File: config.mk
export PLATFORM = sky130hd
export DESIGN_NAME = crce_ctrl
export DESIGN_NICKNAME = d
export VERILOG_FILES = /design/src/rtl/crce_pkg.sv /design/src/rtl/crce_ctrl.sv
export SDC_FILE = /design/constraint.sdc
export NUM_CORES = 1
export LEC_CHECK = 0
export ABC_AREA = 0
export BUFFER_PORTS_ARGS = -buffer_cell sky130_fd_sc_hd__buf_4
export CAP_MARGIN = 20
export CORE_AREA = 3 3 40 42
export DETAILED_ROUTE_END_ITERATION = 6
export DIE_AREA = 0 0 43 45
export PLACE_DENSITY_LB_ADDON = 0.2
export SLEW_MARGIN = 20
export SYNTH_ARGS = -nofsm -noshare
export SYNTH_HDL_FRONTEND = slang
export SYNTH_SLANG_ARGS = --single-unit
File: constraint.sdc
create_clock -name clock -period 2.3 [get_ports clock]
set_input_delay 0.115 -clock clock [delete_from_list [all_inputs] [get_ports clock]]
set_output_delay 0.115 -clock clock [all_outputs]
set_load 0.05 [all_outputs]
File: src/rtl/crce_pkg.sv
// Shared types, widths and a helper function for the Catmull-Rom curve evaluator.
`default_nettype none

package crce_pkg;

   localparam int NUM_STAGES = 7;

   // Field widths of the request and response.
   localparam int COORD_W = 24;
   localparam int T_W     = 17;
   localparam int TS_W    = T_W + 1;
   localparam int OUT_W   = 28;

   // Coefficient widths. The coefficients are kept in Q.8 and scaled on use.
   localparam int CALC_W  = 30;
   localparam int C0_W    = 25;
   localparam int C1_W    = 25;
   localparam int C2_W    = 28;
   localparam int C3_W    = 28;
   localparam int C3X3_W  = 30;

   // Horner accumulator and product widths.
   localparam int P1_W    = C3_W + TS_W;
   localparam int PK1_W   = C3X3_W + TS_W;
   localparam int H2_W    = 38;
   localparam int K2_W    = 40;
   localparam int CV_W    = 40;
   localparam int PH2_W   = H2_W + TS_W;
   localparam int PK2_W   = K2_W + TS_W;
   localparam int H3_W    = 40;
   localparam int K3_W    = 42;
   localparam int PH3_W   = H3_W + TS_W;
   localparam int H4_W    = 42;
   localparam int SAT_W   = 42;

   typedef struct packed {
      logic signed [COORD_W-1:0] p0_x;
      logic signed [COORD_W-1:0] p0_y;
      logic signed [COORD_W-1:0] p1_x;
      logic signed [COORD_W-1:0] p1_y;
      logic signed [COORD_W-1:0] p2_x;
      logic signed [COORD_W-1:0] p2_y;
      logic signed [COORD_W-1:0] p3_x;
      logic signed [COORD_W-1:0] p3_y;
      logic        [T_W-1:0]     param_t;
   } req_type;

   typedef struct packed {
      logic signed [OUT_W-1:0] pos_x;
      logic signed [OUT_W-1:0] pos_y;
      logic signed [OUT_W-1:0] tan_x;
      logic signed [OUT_W-1:0] tan_y;
      logic signed [OUT_W-1:0] curv_x;
      logic signed [OUT_W-1:0] curv_y;
   } rsp_type;

   // Per-stage load enables and occupancy, handed from control to the datapath.
   typedef struct packed {
      logic [NUM_STAGES-1:0] load;
      logic [NUM_STAGES-1:0] valid;
   } stage_ctl_type;

   // Clamps a wide signed value to the signed output range.
   function automatic logic signed [OUT_W-1:0] sat_out(input logic signed [SAT_W-1:0] v);
      logic [SAT_W-OUT_W:0] upper;
      upper = v[SAT_W-1:OUT_W-1];
      if ((&upper) || (~|upper)) begin
         return v[OUT_W-1:0];
      end else if (v[SAT_W-1]) begin
         return {1'b1, {(OUT_W-1){1'b0}}};
      end else begin
         return {1'b0, {(OUT_W-1){1'b1}}};
      end
   endfunction

endpackage

`default_nettype wire

File: src/rtl/crce_ctrl.sv
// Valid tracking and stall propagation for the evaluator pipeline.
`default_nettype none

module crce_ctrl
   import crce_pkg::*;
(
   input  wire logic          clock,
   input  wire logic          reset,
   input  wire logic          req_valid,
   output logic               req_stall,
   input  wire logic          rsp_stall,
   output stage_ctl_type      ctl
);

   logic [NUM_STAGES-1:0] valid_ff;
   logic [NUM_STAGES-1:0] valid_in;
   logic [NUM_STAGES:0]   ready;

   // A stage may load when it is empty or when its contents move on.
   always_comb begin
      ready[NUM_STAGES] = ~rsp_stall;
      for (int i = NUM_STAGES - 1; i >= 0; i--) begin
         ready[i] = ~valid_ff[i] | ready[i+1];
      end
      valid_in[0] = ready[0] ? req_valid : valid_ff[0];
      for (int i = 1; i < NUM_STAGES; i++) begin
         valid_in[i] = ready[i] ? valid_ff[i-1] : valid_ff[i];
      end
   end

   always_ff @(posedge clock) begin
      if (reset) begin
         valid_ff <= '0;
      end else begin
         valid_ff <= valid_in;
      end
   end

   assign req_stall = ~ready[0];
   assign ctl.load  = ready[NUM_STAGES-1:0];
   assign ctl.valid = valid_ff;

`ifndef SYNTHESIS
   logic in_acc;
   logic out_acc;
   assign in_acc  = req_valid & ~req_stall;
   assign out_acc = valid_ff[NUM_STAGES-1] & ~rsp_stall;

   a_stall_only_when_full: assert property (@(posedge clock) disable iff (reset)
      req_stall |-> ((&valid_ff) && rsp_stall))
      else $error("input stalled while the pipeline has a free slot");

   a_free_output_never_stalls: assert property (@(posedge clock) disable iff (reset)
      !rsp_stall |-> !req_stall)
      else $error("input stalled although the output is not stalled");

   a_accept_enters_first_stage: assert property (@(posedge clock) disable iff (reset)
      in_acc |=> valid_ff[0])
      else $error("accepted request did not enter the first stage");

   a_item_count_kept: assert property (@(posedge clock) disable iff (reset)
      1'b1 |=> ($countones(valid_ff) ==
                $past($countones(valid_ff)) + $past(in_acc) - $past(out_acc)))
      else $error("pipeline lost or duplicated an item");
`endif

endmodule

`default_nettype wire

Yosys cells after proc, flatten, opt, wreduce, memory -nomap -nowiden
Index checks and enable logic that the tools add are counted.

Register bits: 7.

Bitwise operators: 16.

Operators with widths (number): inverter 1 bit (9); bitwise OR 1 bit (7).

Logic depth before layout (Yosys ltp)
Gate-level depths: netlist (run 1).

Depth after elaboration: 9. Mapped depth: 4. Gate-level depth less buffers: 3.

Worst setup path before layout (run 1)
No wires, ideal clock.

Kind: reg2reg. From: register valid_ff[6]. To: register valid_ff[3]. Setup time: 80 ps. Arrival time: 1740 ps. Required time: 2220 ps. Slack: 480 ps. Stages on the path, launching flop included: 5. Buffers on the path: 1. Period minus slack after synthesis: 1820 ps. Cell sequence: dfxtp_1 > and3_2 > buf_6 > nand3_1 > a21oi_1.

RTL lines: start, declared (RTL line crce_ctrl.sv:15) `logic [NUM_STAGES-1:0] valid_ff;`; start signal, assigned (RTL line crce_ctrl.sv:35) `valid_ff <= valid_in;`.

Final worst setup path (run 1)
From: register valid_ff[4]. To: output req_stall.

Cells in the longest elaborated chain, start to end: 7.

RTL lines: inverter 1 bit (RTL line crce_ctrl.sv:23) `ready[i] = ~valid_ff[i] | ready[i+1];`; bitwise OR 1 bit (5 in series) (RTL line crce_ctrl.sv:23); inverter 1 bit (RTL line crce_ctrl.sv:39) `assign req_stall = ~ready[0];`; end, declared (RTL line crce_ctrl.sv:10) `output logic req_stall,`.

Every way passes these cells.

==> results of run 1 <==
## stage by stage
step | setup slack, ns | std cells
6_report | 0.841 | 68
3_3_place_gp | 1.12 | 64
2_1_floorplan | 0.480 | 32
3_5_place_dp | 1.12 | 64
5_1_grt | 0.762 | 68
4_1_cts | 0.825 | 68
## logic make-up (layout without fill, tap and decap cells)
| group | after synthesis | after routing | synth area share [%] |
|---|---|---|---|
| buf+inv | 7 | 28 | 11.4 |
| simple gates | 12 | 12 | 30.0 |
| flops | 7 | 7 | 47.3 |
| compound gates | 6 | 6 | 11.4 |
## Yosys cell counts
master,n,share of area (%)
a21oi_2,1,3.0
nand2_1,3,3.8
inv_1,6,7.6
nand4_4,1,7.2
nor2_1,4,5.1
nand3_4,1,5.9
and4_4,1,3.8
and3_2,1,2.5
buf_6,1,3.8
dfxtp_1,7,47
nand3_1,1,1.7
a21oi_1,5,8.4
## cell type report
cell class | instances | area [um2] | share of cell area, %
inverters | 6 | 22.5 | 4.84
clock buffers | 4 | 26.3 | 5.65
well taps | 15 | 18.8 | 4.03
multi-input cells | 18 | 123 | 26.3
flip-flops and latches | 7 | 140 | 30.1
repair buffers | 18 | 135 | 29.0
## cell usage in the layout, fill, tap and decap left out, drive strengths merged, types with 2 or more instances in the layout
cell	netlist	final
nor2	4	4
nand2	3	3
inv	6	6
buf	1	18
a21oi	6	6
clkbuf	0	4
dfxtp	7	7
nand3	2	2
## metal layers
metal / vias up / GRT usage, % / wire length [um]
li1: 147 / - / -
met1: 125 / 9.25 / 269
met2: 12 / 10.8 / 307
met3: 0 / 5.98 / 88
met4: 0 / 7.23 / 0
met5: - / 0 / 0
## power groups by stage
stage | Combinational, mW | Sequential [mW] | Clock [mW]
floorplan | 0.00314 | 0.139 | 0
global placement | 0.0238 | 0.130 | 0
detailed placement | 0.0235 | 0.130 | 0
CTS | 0.0236 | 0.128 | 0.117
global route | 0.0250 | 0.128 | 0.125
finish | 0.0232 | 0.128 | 0.111
## worst register-to-register path, stage by stage (launching register included)
cell and delay, ns:
dfxtp_1 0.46, and4_4 0.30, nand3_4 0.09, a21oi_2 0.13
## final timing paths
check	from	end	slack, ns	cells past startpoint
setup reg to reg	valid_ff[4]$_SDFFE_PP0P_	valid_ff[0]$_SDFFE_PP0P_	1.26	3
setup / recovery	valid_ff[4]$_SDFFE_PP0P_	req_stall	0.84	4
hold / removal	reset	valid_ff[0]$_SDFFE_PP0P_	0.08	2
hold reg to reg	valid_ff[1]$_SDFFE_PP0P_	valid_ff[2]$_SDFFE_PP0P_	0.47	2
==> results.py, run 1 <==
metrics = {
    "route": {
        "vias": 284,
        "drt_first_pass_iters": 2,
        "drt-total-wl_um": 665,
        "drtIter0Drc": 2,
        "drt-vias-per-instance": 4.18,
        "drtAntennaViolNets": 0,
        "wl_per_cell_um": 9.78,
        "drc": 0,
    },
    "floorplanning": {
        "dieHeight_um": 45,
        "ios": 19,
        "start_util_pct": 23.1,
        "fp.dieArea_mm2": 0.00194,
        "rows": 13,
        "coreArea_mm2": 0.00128,
        "die_w_um": 43,
    },
    "timing": {
        "finalClockSkew_ns": 0.00768,
        "hold-worst-slack_ns": 0.0773,
        "max_freq_ghz": 0.685,
        "final-setup-viol-count": 0,
        "slew_viol_final": 0,
        "tightest_slew_ns": 0.258,
        "finalHoldViolCount": 0,
        "maxSlewHeadroom_pct": 82.7,
        "fin_tns_setup_ns": 0,
        "min_period_ns": 1.46,
        "rsz0062_at_grt": "no",
        "fin_crit_sh_pct": 63.4,
    },
    "clock_tree": {
        "cts_hold_buf": 0,
        "cts_buffers": 3,
        "clkSlewWorstSetupHoldPaths_ns": 0.06,
        "cts-root-buf": "clkbuf_4",
        "post_cts_buffers": 0,
        "clock_latency_ns": 0.25,
        "htree_num_levels": 1,
        "cts_buffer_depth": 2,
        "cts.sinks": 7,
        "cts_tree": "done",
        "ctsResizeCount": 0,
    },
    "worst_setup_path": {
        "cp-start-kind": "register",
        "cpLargestDelayFamily": "flip-flops",
        "slowest_delay_ns": 0.46,
        "crit_arrival_ns": 1.34,
        "cp-end-kind": "primary output",
        "path_buf_inv": 2,
        "worstPathMaxFanout": 6,
        "cp_cell_sequence": "and4_4, nand3_4, inv_1, buf_4",
        "crit_slowest_cell": "dfxtp_1",
        "crit_type": "reg2out",
        "cp_data_required_time_ns": 2.18,
    },
    "final_layout": {
        "final_layout_size_suffix_gt1_share_pct": 49.1,
        "antenna_cells": 0,
        "fin_area_um2": 465,
        "syn_to_final_growth_pct": 57.0,
        "utilization_pct": 36.2,
        "regMostFlops": "valid_ff",
        "largest_register_ffs": 7,
        "reg_top3": "valid_ff: 7 flops",
        "nets": 58,
        "fillers": 144,
    },
    "grt": {
        "grt_pass1_wl_mm": 1.13,
        "grt_pass1_vias": 246,
        "grt_use_total_pct": 8.44,
        "grt_max_degree": 9,
        "overflow": 0,
        "antenna_found_initial": 0,
    },
    "logic_synthesis": {
        "synth.avg_cell_area_um2": 9.27,
        "ys_types": 12,
        "synthCells": 32,
        "ys_ff_latch": 7,
        "synth_warnings": 0,
        "ys_seq_area_share_pct": 47.3,
        "syn_area_um2": 297,
        "syn-num-nets": 36,
    },
    "placement": {
        "gp_congestion": 0.654,
        "io_buffers": 18,
        "place_area_um2": 439,
    },
    "status": {
        "outcome": "finished, final reports clean",
    },
    "job": {
        "maxCapViolCount": 0,
    },
    "min_path": {
        "min-delay-path-class": "in2reg",
    },
    "power": {
        "switching_share_pct": 24.1,
        "p_per_area_mw_per_mm2": 563,
        "ir_worst_vdd_mv": 0.236,
        "power_frac_comb_pct": 8.8,
        "power.internal_uw": 199,
        "finalPower_uw": 262,
        "clockPowerShare_pct": 42.4,
        "p_leak_nw": 0.217,
        "p_seq_share_pct": 48.7,
        "switchingPower_uw": 63.2,
    },
}
Power figures use the tool's default switching activity.
==> run 2, diff against run 1 <==
Clock period 2.3 ns to 1.5 ns, I/O delays scaled along.
==> results.py, run 2 (synthesis results as in run 1) <==
metrics = {
    "power": {
        "clockPowerShare_pct": 42.4,
        "ir_worst_vdd_mv": 0.497,
        "power.internal_uw": 305,
        "switching_share_pct": 24.0,
        "power_frac_comb_pct": 8.8,
        "switchingPower_uw": 96.3,
        "p_per_area_mw_per_mm2": 834,
        "p_seq_share_pct": 48.8,
        "p_leak_nw": 0.210,
    },
    "clock_tree": {
        "clock_latency_ns": 0.25,
        "cts_buffers": 3,
        "post_cts_buffers": 0,
        "htree_num_levels": 1,
        "ctsResizeCount": 0,
        "cts-root-buf": "clkbuf_4",
        "cts_buffer_depth": 2,
        "cts_tree": "done",
        "cts.sinks": 7,
        "cts_hold_buf": 0,
        "clkSlewWorstSetupHoldPaths_ns": 0.05,
    },
    "final_layout": {
        "utilization_pct": 37.5,
        "reg_top3": "valid_ff: 7 flops",
        "antenna_cells": 0,
        "multi_input_area_um2": 128,
        "fillers": 132,
        "largest_register_ffs": 7,
        "syn_to_final_growth_pct": 62.4,
        "final_layout_size_suffix_gt1_share_pct": 64.2,
        "final_common_cell": "buf_4",
        "regMostFlops": "valid_ff",
        "nets": 58,
        "final_cell_mix": "buf_4, dfxtp_2, inv_1, a21oi_1, nor2_1",
        "seqCellArea_um2": 148,
    },
    "timing": {
        "max_freq_ghz": 0.738,
        "slew_viol_final": 0,
        "min_period_ns": 1.36,
        "rsz0062_at_grt": "no",
        "finalHoldViolCount": 0,
        "maxSlewHeadroom_pct": 85.6,
        "final-setup-viol-count": 0,
        "fin_tns_setup_ns": 0,
        "hold-worst-slack_ns": 0.0309,
        "tightest_slew_ns": 0.217,
        "finalClockSkew_ns": 0.00504,
        "fin_crit_sh_pct": 90.4,
        "finalWorstSetupSlack_ns": 0.144,
    },
    "worst_setup_path": {
        "r2r_slack_ns": 0.52,
        "cp-end-kind": "primary output",
        "crit_arrival_ns": 1.28,
        "cp-start-kind": "register",
        "reg2reg_depth": 3,
        "crit_type": "reg2out",
        "timing.rr.start": "valid_ff[6]$_SDFFE_PP0P_",
        "r2r-end": "valid_ff[2]$_SDFFE_PP0P_",
        "worstPathMaxFanout": 8,
        "cp_data_required_time_ns": 1.42,
    },
    "floorplanning": {
        "rows": 13,
        "start_util_pct": 23.1,
        "die_w_um": 43,
        "dieHeight_um": 45,
        "ios": 19,
        "coreArea_mm2": 0.00128,
        "fp.dieArea_mm2": 0.00194,
    },
    "grt": {
        "grt_max_degree": 9,
        "grt_use_total_pct": 7.53,
        "grt_pass1_vias": 252,
        "antenna_found_initial": 0,
        "overflow": 0,
        "grt_pass1_wl_mm": 1.01,
    },
    "placement": {
        "gp_congestion": 0.663,
        "place_ws_ns": 0.402,
        "dp_hpwl_um": 494,
        "io_buffers": 18,
    },
    "job": {
        "maxCapViolCount": 0,
    },
    "route": {
        "vias": 283,
        "wl_per_cell_um": 9.00,
        "drc": 0,
        "drt-total-wl_um": 612,
        "drt_first_pass_iters": 2,
        "drtAntennaViolNets": 0,
        "drtIter0Drc": 5,
        "drt-vias-per-instance": 4.16,
    },
    "min_path": {
        "holdPathStages": 2,
        "min-delay-path-class": "in2reg",
        "min_delay_worst_endpoint": "valid_ff[3]$_SDFFE_PP0P_",
        "hp-start": "reset",
    },
    "status": {
        "outcome": "finished, final reports clean",
    },
}
[run 2: cell count changes in the layout (fill, tap and decap cells not counted), sizes merged]
cell | before | now
inv | 6 | 5
clkinvlp | 0 | 1
[run 2: worst max path at each step]
stage / from / to / depth (start not counted)
final: valid_ff[6]$_SDFFE_PP0P_ / req_stall / 4
after global routing: valid_ff[6]$_SDFFE_PP0P_ / req_stall / 4
after CTS: valid_ff[6]$_SDFFE_PP0P_ / req_stall / 4
after global placement: valid_ff[5]$_SDFFE_PP0P_ / req_stall / 4
after detailed placement: valid_ff[6]$_SDFFE_PP0P_ / req_stall / 4
after floorplan: valid_ff[6]$_SDFFE_PP0P_ / valid_ff[4]$_SDFFE_PP0P_ / 4
[run 2: metrics by stage]
step                      power, mW  std cells  cell area (um2)
after global placement        0.236         64              455
after floorplan               0.219         32              313
after detailed placement      0.236         64              455
after CTS                     0.410         68              482
final                         0.402         68              482
after global routing          0.425         68              482
[run 2: per-layer routing]
metal  vias up  global-route usage [%]  share of wire, %
li1        144                       -                 -
met1       124                    7.32                37
met2        15                    11.1                47
met3         0                    7.97                16
met4         0                    1.81                 0
met5         -                       0                 0
[run 2: final cells by class]
class | instances | area share, %
multi-input cells | 18 | 26.5
inverters | 6 | 5.45
well taps | 15 | 3.90
flip-flops and latches | 7 | 30.6
repair buffers | 18 | 28.1
clock buffers | 4 | 5.45
[run 2: power groups by stage]
stage | Clock, mW | Sequential (mW) | Combinational (mW)
finish | 0.170 | 0.196 | 0.0354
floorplan | 0 | 0.214 | 0.00478
detailed placement | 0 | 0.200 | 0.0359
global placement | 0 | 0.200 | 0.0363
global route | 0.189 | 0.197 | 0.0387
CTS | 0.177 | 0.196 | 0.0361
[run 2: critical path: stages, from the launching register on]
cell,delay (ns)
dfxtp_2,0.34
and3_2,0.31
nand3_4,0.12
clkinvlp_4,0.07
buf_4,0.18
